<file path="src/rtl/rpfs_pkg.sv">
package rpfs_pkg;

    localparam int PALETTE_SLOTS_DEF = 7;
    localparam int PALETTE_SLOTS_MAX = 7;
    localparam int CFG_INDEX_W       = 3;
    localparam int CFG_DATA_W        = 24;
    localparam int LEVEL_W           = 8;
    localparam int DUTY_W            = 10;

    localparam logic [2:0] COUNT_MIN   = 3'd3;
    localparam logic [2:0] COUNT_RESET = 3'd7;

    localparam logic [CFG_INDEX_W-1:0] REG_COLOR_COUNT = 3'd0;
    localparam logic [CFG_INDEX_W-1:0] REG_PALETTE_0   = 3'd1;

    localparam logic signed [3:0] POS_RESET = -4'sd1;

    localparam int DUTY_FULL  = 999;
    localparam int LEVEL_FULL = 255;
    localparam int DUTY_INT   = DUTY_FULL / LEVEL_FULL;
    localparam int DUTY_FRAC  = DUTY_FULL % LEVEL_FULL;

    localparam logic [23:0] PALETTE_RESET [PALETTE_SLOTS_MAX] = '{
        24'hFF0000, 24'hFFA500, 24'hFFFF00, 24'h00FF00,
        24'h007FFF, 24'h0000FF, 24'h8B00FF
    };

    // red in [2], green in [1], blue in [0]
    typedef logic [2:0][LEVEL_W-1:0] t_rgb;
    typedef logic [2:0][DUTY_W-1:0]  t_duty;

    typedef struct packed {
        logic signed [3:0] pos;
        logic              up;
        logic [2:0]        from_slot;
        logic [2:0]        to_slot;
    } t_plan;

    function automatic logic [2:0] clamp_count(input logic [2:0] cnt, input logic [2:0] max);
        logic [2:0] c;
        c = cnt;
        if (c < COUNT_MIN) begin
            c = COUNT_MIN;
        end else if (c > max) begin
            c = max;
        end
        return c;
    endfunction

    // bounce rules for the start of a segment
    function automatic t_plan seg_plan(input logic signed [3:0] pos, input logic up,
                                       input logic [2:0] cnt);
        t_plan             p;
        logic signed [4:0] c;
        logic signed [4:0] q;
        logic signed [4:0] t_pos;
        logic signed [4:0] t_from;
        logic signed [4:0] t_to;
        logic              t_up;
        c    = $signed({2'b00, cnt});
        t_up = up;
        if (up) begin
            q      = 5'(pos) + 5'sd1;
            t_pos  = q;
            t_from = q;
            if (q >= c) begin
                t_up   = 1'b0;
                t_pos  = c - 5'sd2;
                t_from = c - 5'sd2;
                t_to   = c - 5'sd3;
            end else if (q == c - 5'sd1) begin
                t_to = c - 5'sd2;
            end else begin
                t_to = q + 5'sd1;
            end
        end else begin
            q      = 5'(pos) - 5'sd1;
            t_pos  = q;
            t_from = q;
            if (q <= -5'sd1) begin
                t_up   = 1'b1;
                t_pos  = 5'sd1;
                t_from = 5'sd1;
                t_to   = 5'sd2;
            end else if (q == 5'sd0) begin
                t_to = 5'sd1;
            end else begin
                t_to = q - 5'sd1;
            end
        end
        p.pos       = t_pos[3:0];
        p.up        = t_up;
        p.from_slot = t_from[2:0];
        p.to_slot   = t_to[2:0];
        return p;
    endfunction

    // floor(level*999/255) as 3*level + floor(234*level/255)
    function automatic logic [DUTY_W-1:0] duty_of(input logic [LEVEL_W-1:0] level);
        logic [15:0] y;
        logic [16:0] sum;
        logic [8:0]  est;
        logic [15:0] rem;
        logic [9:0]  q;
        y   = 16'(level) * 16'(DUTY_FRAC);
        sum = {1'b0, y} + 17'(y[15:8]);
        est = sum[16:8];
        rem = y - 16'(est) * 16'(LEVEL_FULL);
        q   = 10'(est) + ((rem >= 16'(LEVEL_FULL)) ? 10'd1 : 10'd0);
        return 10'(level) * 10'(DUTY_INT) + q;
    endfunction

endpackage

</file>
<file path="src/rtl/rgb_palette_fade_sequencer.sv">
// channel  | direction | handshake           | payload
// ---------+-----------+---------------------+-------------------------------------------
// tick in  | in        | i_valid / o_ready   | i_advance
// result   | out       | o_valid / i_ready   | o_duty_red/green/blue, o_segment_done,
//          |           |                     | o_source_color, o_target_color
// config   | in        | i_cfg_we            | i_cfg_index, i_cfg_data
//
// one item per cycle while o_ready is high; its result is registered and shown the cycle after acceptance
// the fade state registers are the result register, so a waiting result does not
// block the next item when the output is being taken in the same cycle
// palette colours for the next tick are prefetched into two read registers
// synchronous active-low reset, no clearing pass; o_ready drops only while a
// result waits and i_ready is low
module rgb_palette_fade_sequencer #(
    parameter int PALETTE_SLOTS = rpfs_pkg::PALETTE_SLOTS_DEF
) (
    input  logic                               i_clk,
    input  logic                               i_rst_n,
    input  logic                               i_valid,
    output logic                               o_ready,
    input  logic                               i_advance,
    output logic                               o_valid,
    input  logic                               i_ready,
    output logic [rpfs_pkg::DUTY_W-1:0]        o_duty_red,
    output logic [rpfs_pkg::DUTY_W-1:0]        o_duty_green,
    output logic [rpfs_pkg::DUTY_W-1:0]        o_duty_blue,
    output logic                               o_segment_done,
    output logic [2:0]                         o_source_color,
    output logic [2:0]                         o_target_color,
    input  logic                               i_cfg_we,
    input  logic [rpfs_pkg::CFG_INDEX_W-1:0]   i_cfg_index,
    input  logic [rpfs_pkg::CFG_DATA_W-1:0]    i_cfg_data
);

    localparam int         SLOT_W    = $clog2(PALETTE_SLOTS);
    localparam logic [2:0] SLOTS_TOP = 3'(PALETTE_SLOTS);

    logic [23:0]            r_palette [PALETTE_SLOTS];
    logic [2:0]             r_count;
    logic signed [3:0]      r_pos;
    logic                   r_up;
    logic                   r_finished;
    logic [2:0]             r_from_slot;
    logic [2:0]             r_to_slot;
    rpfs_pkg::t_rgb         r_level;
    rpfs_pkg::t_duty        r_duty;
    logic                   r_out_valid;
    logic [23:0]            r_rd_from;
    logic [23:0]            r_rd_to;

    logic [2:0]             n_count;
    logic signed [3:0]      n_pos;
    logic                   n_up;
    logic                   n_finished;
    logic [2:0]             n_from_slot;
    logic [2:0]             n_to_slot;
    rpfs_pkg::t_rgb         n_level;
    rpfs_pkg::t_duty        n_duty;

    logic                   accept;
    logic                   tick;
    logic                   cnt_wr;
    logic                   pal_wr;
    logic [2:0]             wr_slot;
    rpfs_pkg::t_plan        plan_cur;
    rpfs_pkg::t_plan        plan_nxt;
    rpfs_pkg::t_rgb         base;
    rpfs_pkg::t_rgb         goal;
    logic [2:0]             match;
    logic [2:0]             rd_from_addr;
    logic [2:0]             rd_to_addr;

    assign o_ready = !r_out_valid || i_ready;
    assign accept  = i_valid && o_ready;
    assign tick    = accept && i_advance;

    assign cnt_wr  = i_cfg_we && (i_cfg_index == rpfs_pkg::REG_COLOR_COUNT);
    assign wr_slot = i_cfg_index - rpfs_pkg::REG_PALETTE_0;
    assign pal_wr  = i_cfg_we && (i_cfg_index != rpfs_pkg::REG_COLOR_COUNT)
                     && (wr_slot < SLOTS_TOP);
    assign n_count = cnt_wr ? i_cfg_data[2:0] : r_count;

    assign plan_cur = rpfs_pkg::seg_plan(r_pos, r_up,
                                         rpfs_pkg::clamp_count(r_count, SLOTS_TOP));

    always_comb begin
        n_pos       = r_pos;
        n_up        = r_up;
        n_finished  = r_finished;
        n_from_slot = r_from_slot;
        n_to_slot   = r_to_slot;
        n_level     = r_level;
        n_duty      = r_duty;
        base        = r_finished ? rpfs_pkg::t_rgb'(r_rd_from) : r_level;
        goal        = rpfs_pkg::t_rgb'(r_rd_to);
        match       = '0;
        for (int ch = 0; ch < 3; ch++) begin
            if (base[ch] == goal[ch]) begin
                match[ch] = 1'b1;
            end
        end
        if (tick) begin
            if (r_finished) begin
                n_pos       = plan_cur.pos;
                n_up        = plan_cur.up;
                n_from_slot = plan_cur.from_slot;
                n_to_slot   = plan_cur.to_slot;
            end
            for (int ch = 0; ch < 3; ch++) begin
                n_level[ch] = base[ch];
                if (base[ch] != goal[ch]) begin
                    n_level[ch] = (base[ch] < goal[ch]) ? base[ch] + 8'd1 : base[ch] - 8'd1;
                    n_duty[ch]  = rpfs_pkg::duty_of(n_level[ch]);
                    match[ch]   = (n_level[ch] == goal[ch]);
                end
            end
            n_finished = &match;
        end
    end

    // colours needed by the tick after this edge
    assign plan_nxt     = rpfs_pkg::seg_plan(n_pos, n_up,
                                             rpfs_pkg::clamp_count(n_count, SLOTS_TOP));
    assign rd_from_addr = plan_nxt.from_slot;
    assign rd_to_addr   = n_finished ? plan_nxt.to_slot : n_to_slot;

    always_ff @(posedge i_clk) begin
        if (!i_rst_n) begin
            for (int i = 0; i < PALETTE_SLOTS; i++) begin
                r_palette[i] <= rpfs_pkg::PALETTE_RESET[i];
            end
        end else if (pal_wr) begin
            r_palette[wr_slot[SLOT_W-1:0]] <= i_cfg_data;
        end
    end

    always_ff @(posedge i_clk) begin
        if (!i_rst_n) begin
            r_rd_from <= rpfs_pkg::PALETTE_RESET[0];
            r_rd_to   <= rpfs_pkg::PALETTE_RESET[1];
        end else begin
            if (pal_wr && (wr_slot == rd_from_addr)) begin
                r_rd_from <= i_cfg_data;
            end else begin
                r_rd_from <= r_palette[rd_from_addr[SLOT_W-1:0]];
            end
            if (pal_wr && (wr_slot == rd_to_addr)) begin
                r_rd_to <= i_cfg_data;
            end else begin
                r_rd_to <= r_palette[rd_to_addr[SLOT_W-1:0]];
            end
        end
    end

    always_ff @(posedge i_clk) begin
        if (!i_rst_n) begin
            r_count     <= rpfs_pkg::COUNT_RESET;
            r_pos       <= rpfs_pkg::POS_RESET;
            r_up        <= 1'b1;
            r_finished  <= 1'b1;
            r_from_slot <= '0;
            r_to_slot   <= '0;
            r_level     <= '0;
            r_duty      <= '0;
            r_out_valid <= 1'b0;
        end else begin
            r_count     <= n_count;
            r_pos       <= n_pos;
            r_up        <= n_up;
            r_finished  <= n_finished;
            r_from_slot <= n_from_slot;
            r_to_slot   <= n_to_slot;
            r_level     <= n_level;
            r_duty      <= n_duty;
            if (accept) begin
                r_out_valid <= 1'b1;
            end else if (i_ready) begin
                r_out_valid <= 1'b0;
            end
        end
    end

    assign o_valid        = r_out_valid;
    assign o_duty_red     = r_duty[2];
    assign o_duty_green   = r_duty[1];
    assign o_duty_blue    = r_duty[0];
    assign o_segment_done = r_finished;
    assign o_source_color = r_from_slot;
    assign o_target_color = r_to_slot;

endmodule

</file>
<file path="config.mk">
export PLATFORM = sky130hd
export DESIGN_NAME = rgb_palette_fade_sequencer
export DESIGN_NICKNAME = d
export VERILOG_FILES = /design/src/rtl/rpfs_pkg.sv /design/src/rtl/rgb_palette_fade_sequencer.sv
export SDC_FILE = /design/constraint.sdc
export NUM_CORES = 1
export LEC_CHECK = 0
export BUFFER_PORTS_ARGS = -buffer_cell sky130_fd_sc_hd__buf_2
export CAP_MARGIN = 10
export CORE_MARGIN = 4
export CORE_UTILIZATION = 50
export CTS_BUF_LIST = sky130_fd_sc_hd__clkbuf_2
export DETAILED_ROUTE_END_ITERATION = 8
export GPL_TIMING_DRIVEN = 1
export PLACE_DENSITY = 0.75
export SETUP_SLACK_MARGIN = 0.2
export SYNTH_ARGS = -nofsm -noshare
export SYNTH_HDL_FRONTEND = slang
export SYNTH_SLANG_ARGS = --single-unit
</file>
<file path="constraint.sdc">
create_clock -name i_clk -period 42.5 [get_ports i_clk]
set_input_delay 10.625 -clock i_clk [delete_from_list [all_inputs] [get_ports i_clk]]
set_output_delay 10.625 -clock i_clk [all_outputs]
set_load 0.05 [all_outputs]
</file>
==> results.ini, run 1 <==
[run_status]
status = completed

[global_routing]
grt_pass1_vias = 24067
track_usage_pct = 22.34
antenna_found_initial = 2
grt-ovfl-total = 0
grt_pass1_wl_mm = 122.6
grt_start_max_net_pins = 86

[route]
drc_errors = 0
first_pass_iters = 5
wire_per_inst_um = 16.72
drtAntennaViolNets = 0
finalWirelength_mm = 75.91
via_count = 25149
routed_via_density = 5.539
drt_iter0_markers = 2063

[worst_hold_path]
min_path_type = reg -> reg
hp-start = o_duty_red[3]
min_to = o_duty_red[3]
hold_depth = 2

[setup_path]
cp_common_cell = buf_2
cp.arrival_ns = 11.16
worst_path_max_delay_cell = buf_2
crit_required_ns = 31.87
cp-end-kind = output port
reg2reg_slack_ns = 25.11
crit_path_start_kind = input port
r2r-end = o_duty_blue[9]
cp_max_fo = 6
r2r_cells = 62
r2r_start = o_segment_done
max_stage_delay_ns = 0.30
criticalPathCategory = in -> out
cp_cell_sequence = buf_2 -> nand2b_1 -> buf_2

[cells_and_area]
n_fill_cell = 5696
final_nets = 4187
area_growth_pct = 6.785
drive_above_1_share_pct = 8.324
fin_cells = 4540
finalCoreUtilization_pct = 53.96

[floorplanning]
num_rows = 91
die_h_um = 257.7
initial_core_util_pct = 50.53
die_w_um = 257.7
core-area_um2 = 61710
ios = 72
die-area_um2 = 66420

[sta]
hold_viol = 0
rsz0062_at_grt = false
fin_crit_sh_pct = 51.27
tightest_slew_ns = 1.121
skew_ns = 0.09545
drv_slew = 0
slew_headroom_pct = 24.77
tns_ns = 0
setup_viol = 0
fmaxAchievable_mhz = 45.89
finalCriticalPeriod_ns = 21.79
hold_ws_ns = 0.4628

[clocking]
path_clk_slew_ns = 0.09
cts_tree = done
cts_buffers = 81
post-cts-setup-buffer-count = 0
clockRootBuffer = clkbuf_2
clk_latency_ns = 1.05
cts_max_level = 3
clockBufferDepth = 3
post_cts_resized = 0
cts.sinks = 310
cts_hold_buffers = 0

[logic_synthesis]
synth-edff-count = 168
synth-adder-area-share_pct = 24.64
seq_area_frac_synth_pct = 25.29
synthFlopType = edfxtp_1
synthMuxAreaShare_pct = 4.418
synthArstFlopShare_pct = 0
ys_seq_elements = 310
yosys_warnings = 0
synth_xor_area_share_pct = 7.307
syn_area_um2 = 31180
synth_compound_area_share_pct = 16.51
yosysUniqueCellTypes = 90
postSynthCellCount = 3548
yosys.area_share.simple_pct = 14.56
synth_top_family_by_area = adder cells
synth.avg_cell_area_um2 = 8.789

[placed_design]
hpwl_mm = 55.27
dp.cells = 4390
gp_congestion = 0.8829
place.port_buffers = 71

[run]
cap_violations = 0

[worst max path at each step]
stage	startpoint	to	slack, ns
6_report	i_ready	o_ready	20.71
5_1_grt	i_ready	o_ready	20.68
4_1_cts	i_ready	o_ready	20.71
3_5_place_dp	i_ready	o_ready	20.71
3_3_place_gp	i_ready	o_ready	20.71
2_1_floorplan	i_ready	o_ready	20.78
[cell usage after synthesis (52+ instances only)]
library cell / number / share of area, %
mux2i_1: 114 / 3.7
dfxtp_1: 142 / 9.1
edfxtp_1: 168 / 16
and2_1: 90 / 1.8
o21ai_0: 106 / 1.7
fa_1: 143 / 9.2
nor2_1: 197 / 2.4
inv_1: 442 / 5.3
xor2_1: 52 / 1.5
o211ai_1: 59 / 1.4
clkbuf_1: 89 / 1.1
xnor2_1: 196 / 5.5
a21o_1: 62 / 1.5
a21oi_1: 159 / 2.6
nand2_1: 434 / 5.2
ha_1: 375 / 15
[metal layers]
metal	GRT usage (%)	wire, um	vias up
met5	0	0	-
met4	5.396	1209	0
met3	3.658	5193	94
met2	37.30	35120	747
met1	30.51	34390	11930
li1	-	-	12378
[cell type report]
type,count,area (um^2),share of cell area (%)
clock inverters,32,196.4,0.5899
diodes,3,7.507,0.02255
clock buffers,115,575.6,1.728
inverters,448,1682,5.050
well taps,837,1047,3.145
multi-input cells,2677,21190,63.64
flip-flops and latches,310,7888,23.69
repair buffers,118,710.7,2.134
[metrics by stage]
step,setup WS [ns],cell area (um^2)
final,20.71,33300
after global routing,20.68,33300
after CTS,20.71,33290
after detailed placement,20.71,32520
after global placement,20.71,32520
after floorplan,20.78,31270
[flip-flops by register name, summed over array words and instances, names as in the netlist]
signal,count
o_duty_green,10
goal,24
o_source_color,3
r_count,3
r_palette,192
o_target_color,3
o_valid,1
r_pos,4
o_segment_done,1
r_level,24
r_rd_from,24
o_duty_blue,10
r_up,1
o_duty_red,10
[cell usage in the layout (no fill, tap or decap), drive strengths merged, types with 21 or more instances in the layout]
cell,netlist,final
a21o,62,62
nand2b,43,43
o211a,26,26
nor3,39,39
nor2,197,197
o21ai,126,126
mux2,21,21
xnor2,197,197
nor2b,45,45
clkinv,4,31
o211ai,59,59
clkbuf,90,115
nand3,49,49
a22oi,45,45
fa,143,143
conb,1,24
ha,375,375
buf,46,118
inv,444,446
o21bai,31,31
a21oi,159,159
dfxtp,142,142
nand2,434,434
and2,90,90
edfxtp,168,168
a211oi,50,50
a31oi,26,26
xor2,52,52
a21boi,45,45
mux2i,114,114
[worst max-delay path: cells and delay by family]
family / cells / cell delay (ns)
buffers and inverters: 2 / 0.37
AND/OR/NAND/NOR: 1 / 0.17
[logic make-up (layout without fill, tap and decap cells)]
group	after synthesis	count (layout)
mux	135	135
compound gates	748	748
fa+ha+maj	531	531
other cells	1	27
buf+inv	584	713
flops	310	310
simple gates	986	986
xor+xnor	253	253
Power of run 1 is left out: the tool's default activity adds up to more than one toggle a clock period on the data nets, which glitch-free logic cannot reach.
==> inputs of run 2 (changes only) <==
==> constraint.sdc (replaced) <==
create_clock -name i_clk -period 21 [get_ports i_clk]
set_input_delay 5.25 -clock i_clk [delete_from_list [all_inputs] [get_ports i_clk]]
set_output_delay 5.25 -clock i_clk [all_outputs]
set_load 0.05 [all_outputs]
==> run 2 against run 1 <==
Final cell count decreased by 0.11%; die area stayed put; register-to-register slack worse by 21 ns; clock skew decreased by 0.0054 ns; routed wire length is 1.3% higher; sequential cell count did not move; sequential share of layout area is essentially flat; hold slack improved by 0.0023 ns; via count is 0.12% higher; non-clock buffer count is 2 lower; critical path type is now reg -> reg.
==> results.ini, run 2 (same netlist as run 1, synthesis figures left out) <==
[placed_design]
dp.cells = 4388
gp_congestion = 0.9153
hpwl_mm = 56.46
place.port_buffers = 71
pre_cts_ws_ns = 4.028

[sta]
finalCriticalPeriod_ns = 17.02
hold_ws_ns = 0.4651
skew_ns = 0.09004
slew_headroom_pct = 15.21
fin_crit_sh_pct = 81.04
drv_slew = 0
tns_ns = 0
hold_viol = 0
setup_slack_ns = 3.982
fmaxAchievable_mhz = 58.76
setup_viol = 0
rsz0062_at_grt = false
tightest_slew_ns = 1.267

[route]
via_count = 25178
drc_errors = 0
first_pass_iters = 5
wire_per_inst_um = 16.95
drtAntennaViolNets = 0
drt_iter0_markers = 2005
routed_via_density = 5.552
finalWirelength_mm = 76.87

[cells_and_area]
multi_input_area_um2 = 21190
largest_reg_flops = 192
regMostFlops = r_palette
area_growth_pct = 6.649
n_fill_cell = 5734
final_nets = 4186
fin_cells = 4535
seqCellArea_um2 = 7888
final_common_cell = inv_1
drive_above_1_share_pct = 8.311
final_cell_mix = inv_1, nand2_1, ha_1, nor2_1, xnor2_1

[worst_hold_path]
min_path_type = reg -> reg

[global_routing]
antenna_found_initial = 3
grt_pass1_wl_mm = 125.3
grt_pass1_vias = 24669
grt-ovfl-total = 0
grt_start_max_net_pins = 106
track_usage_pct = 22.81

[floorplanning]
num_rows = 91
initial_core_util_pct = 50.53
ios = 72
die_w_um = 257.7
die_h_um = 257.7
core-area_um2 = 61710
die-area_um2 = 66420

[clocking]
post-cts-setup-buffer-count = 0
cts_tree = done
path_clk_slew_ns = 0.10
post_cts_resized = 0
clockRootBuffer = clkbuf_2
cts.sinks = 310
cts_hold_buffers = 0
cts_buffers = 82
cts_max_level = 3
clk_latency_ns = 1.06
clockBufferDepth = 3

[setup_path]
criticalPathCategory = reg -> reg
crit_path_start_kind = flip-flop
cp-end-kind = flip-flop
worst_path_max_delay_cell = a2111oi_1
cp_max_fo = 25
max_stage_delay_ns = 0.73
cp.arrival_ns = 17.90
cp_common_cell = ha_1
crit_required_ns = 21.88

[run_status]
status = completed

[run]
cap_violations = 0

run 2: cell count changes in the layout (fill, tap and decap cells not counted), sizes merged:
cell,change
buf,-2
inv,+2
clkinvlp,-1
clkinv,-3
clkbuf,-2
diode,+1
run 2: worst max-delay path: cells and delay by family, from the launching register on:
family / cells / cell delay, ns
muxes: 1 / 0.41
and+or+nand+nor: 10 / 2.65
AOI/OAI and AO/OA: 28 / 5.62
adders and majority gates: 14 / 5.55
DFF: 1 / 0.38
xor gates and xnor gates: 2 / 0.68
buffers and inverters: 9 / 1.57
run 2: path summary, 6_finish.rpt:
| check | slack [ns] | startpoint | to | cells past startpoint |
|---|---|---|---|---|
| worst min-delay path | 0.47 | o_duty_blue[2] | o_duty_blue[2] | 2 |
| worst min register to register | 0.47 | o_duty_blue[2] | o_duty_blue[2] | 2 |
| worst max-delay path | 3.98 | o_segment_done | o_duty_blue[9] | 64 |
| worst max register to register | 3.98 | o_segment_done | o_duty_blue[9] | 64 |
run 2: layout make-up:
class | instances | area share, %
clock buffers | 113 | 1.701
well taps | 837 | 3.149
multi-input cells | 2677 | 63.72
repair buffers | 116 | 2.092
clock inverters | 30 | 0.5305
flip-flops and latches | 310 | 23.72
inverters | 448 | 5.057
diodes | 4 | 0.03010
run 2: stage by stage:
stage	cell area, um^2	util [%]
4_1_cts	33250	53.87
3_3_place_gp	32500	52.67
2_1_floorplan	31270	-
5_1_grt	33250	53.88
3_5_place_dp	32500	52.67
6_report	33260	53.89
run 2: metal layers:
| metal | up-vias | wire length (um) | global-route usage, % |
|---|---|---|---|
| met5 | - | 0 | 0 |
| met4 | 0 | 1487 | 6.029 |
| met3 | 105 | 5676 | 4.413 |
| met2 | 788 | 35140 | 37.64 |
| met1 | 11899 | 34570 | 30.90 |
| li1 | 12386 | - | - |
Power of run 2 is left out for the same reason.
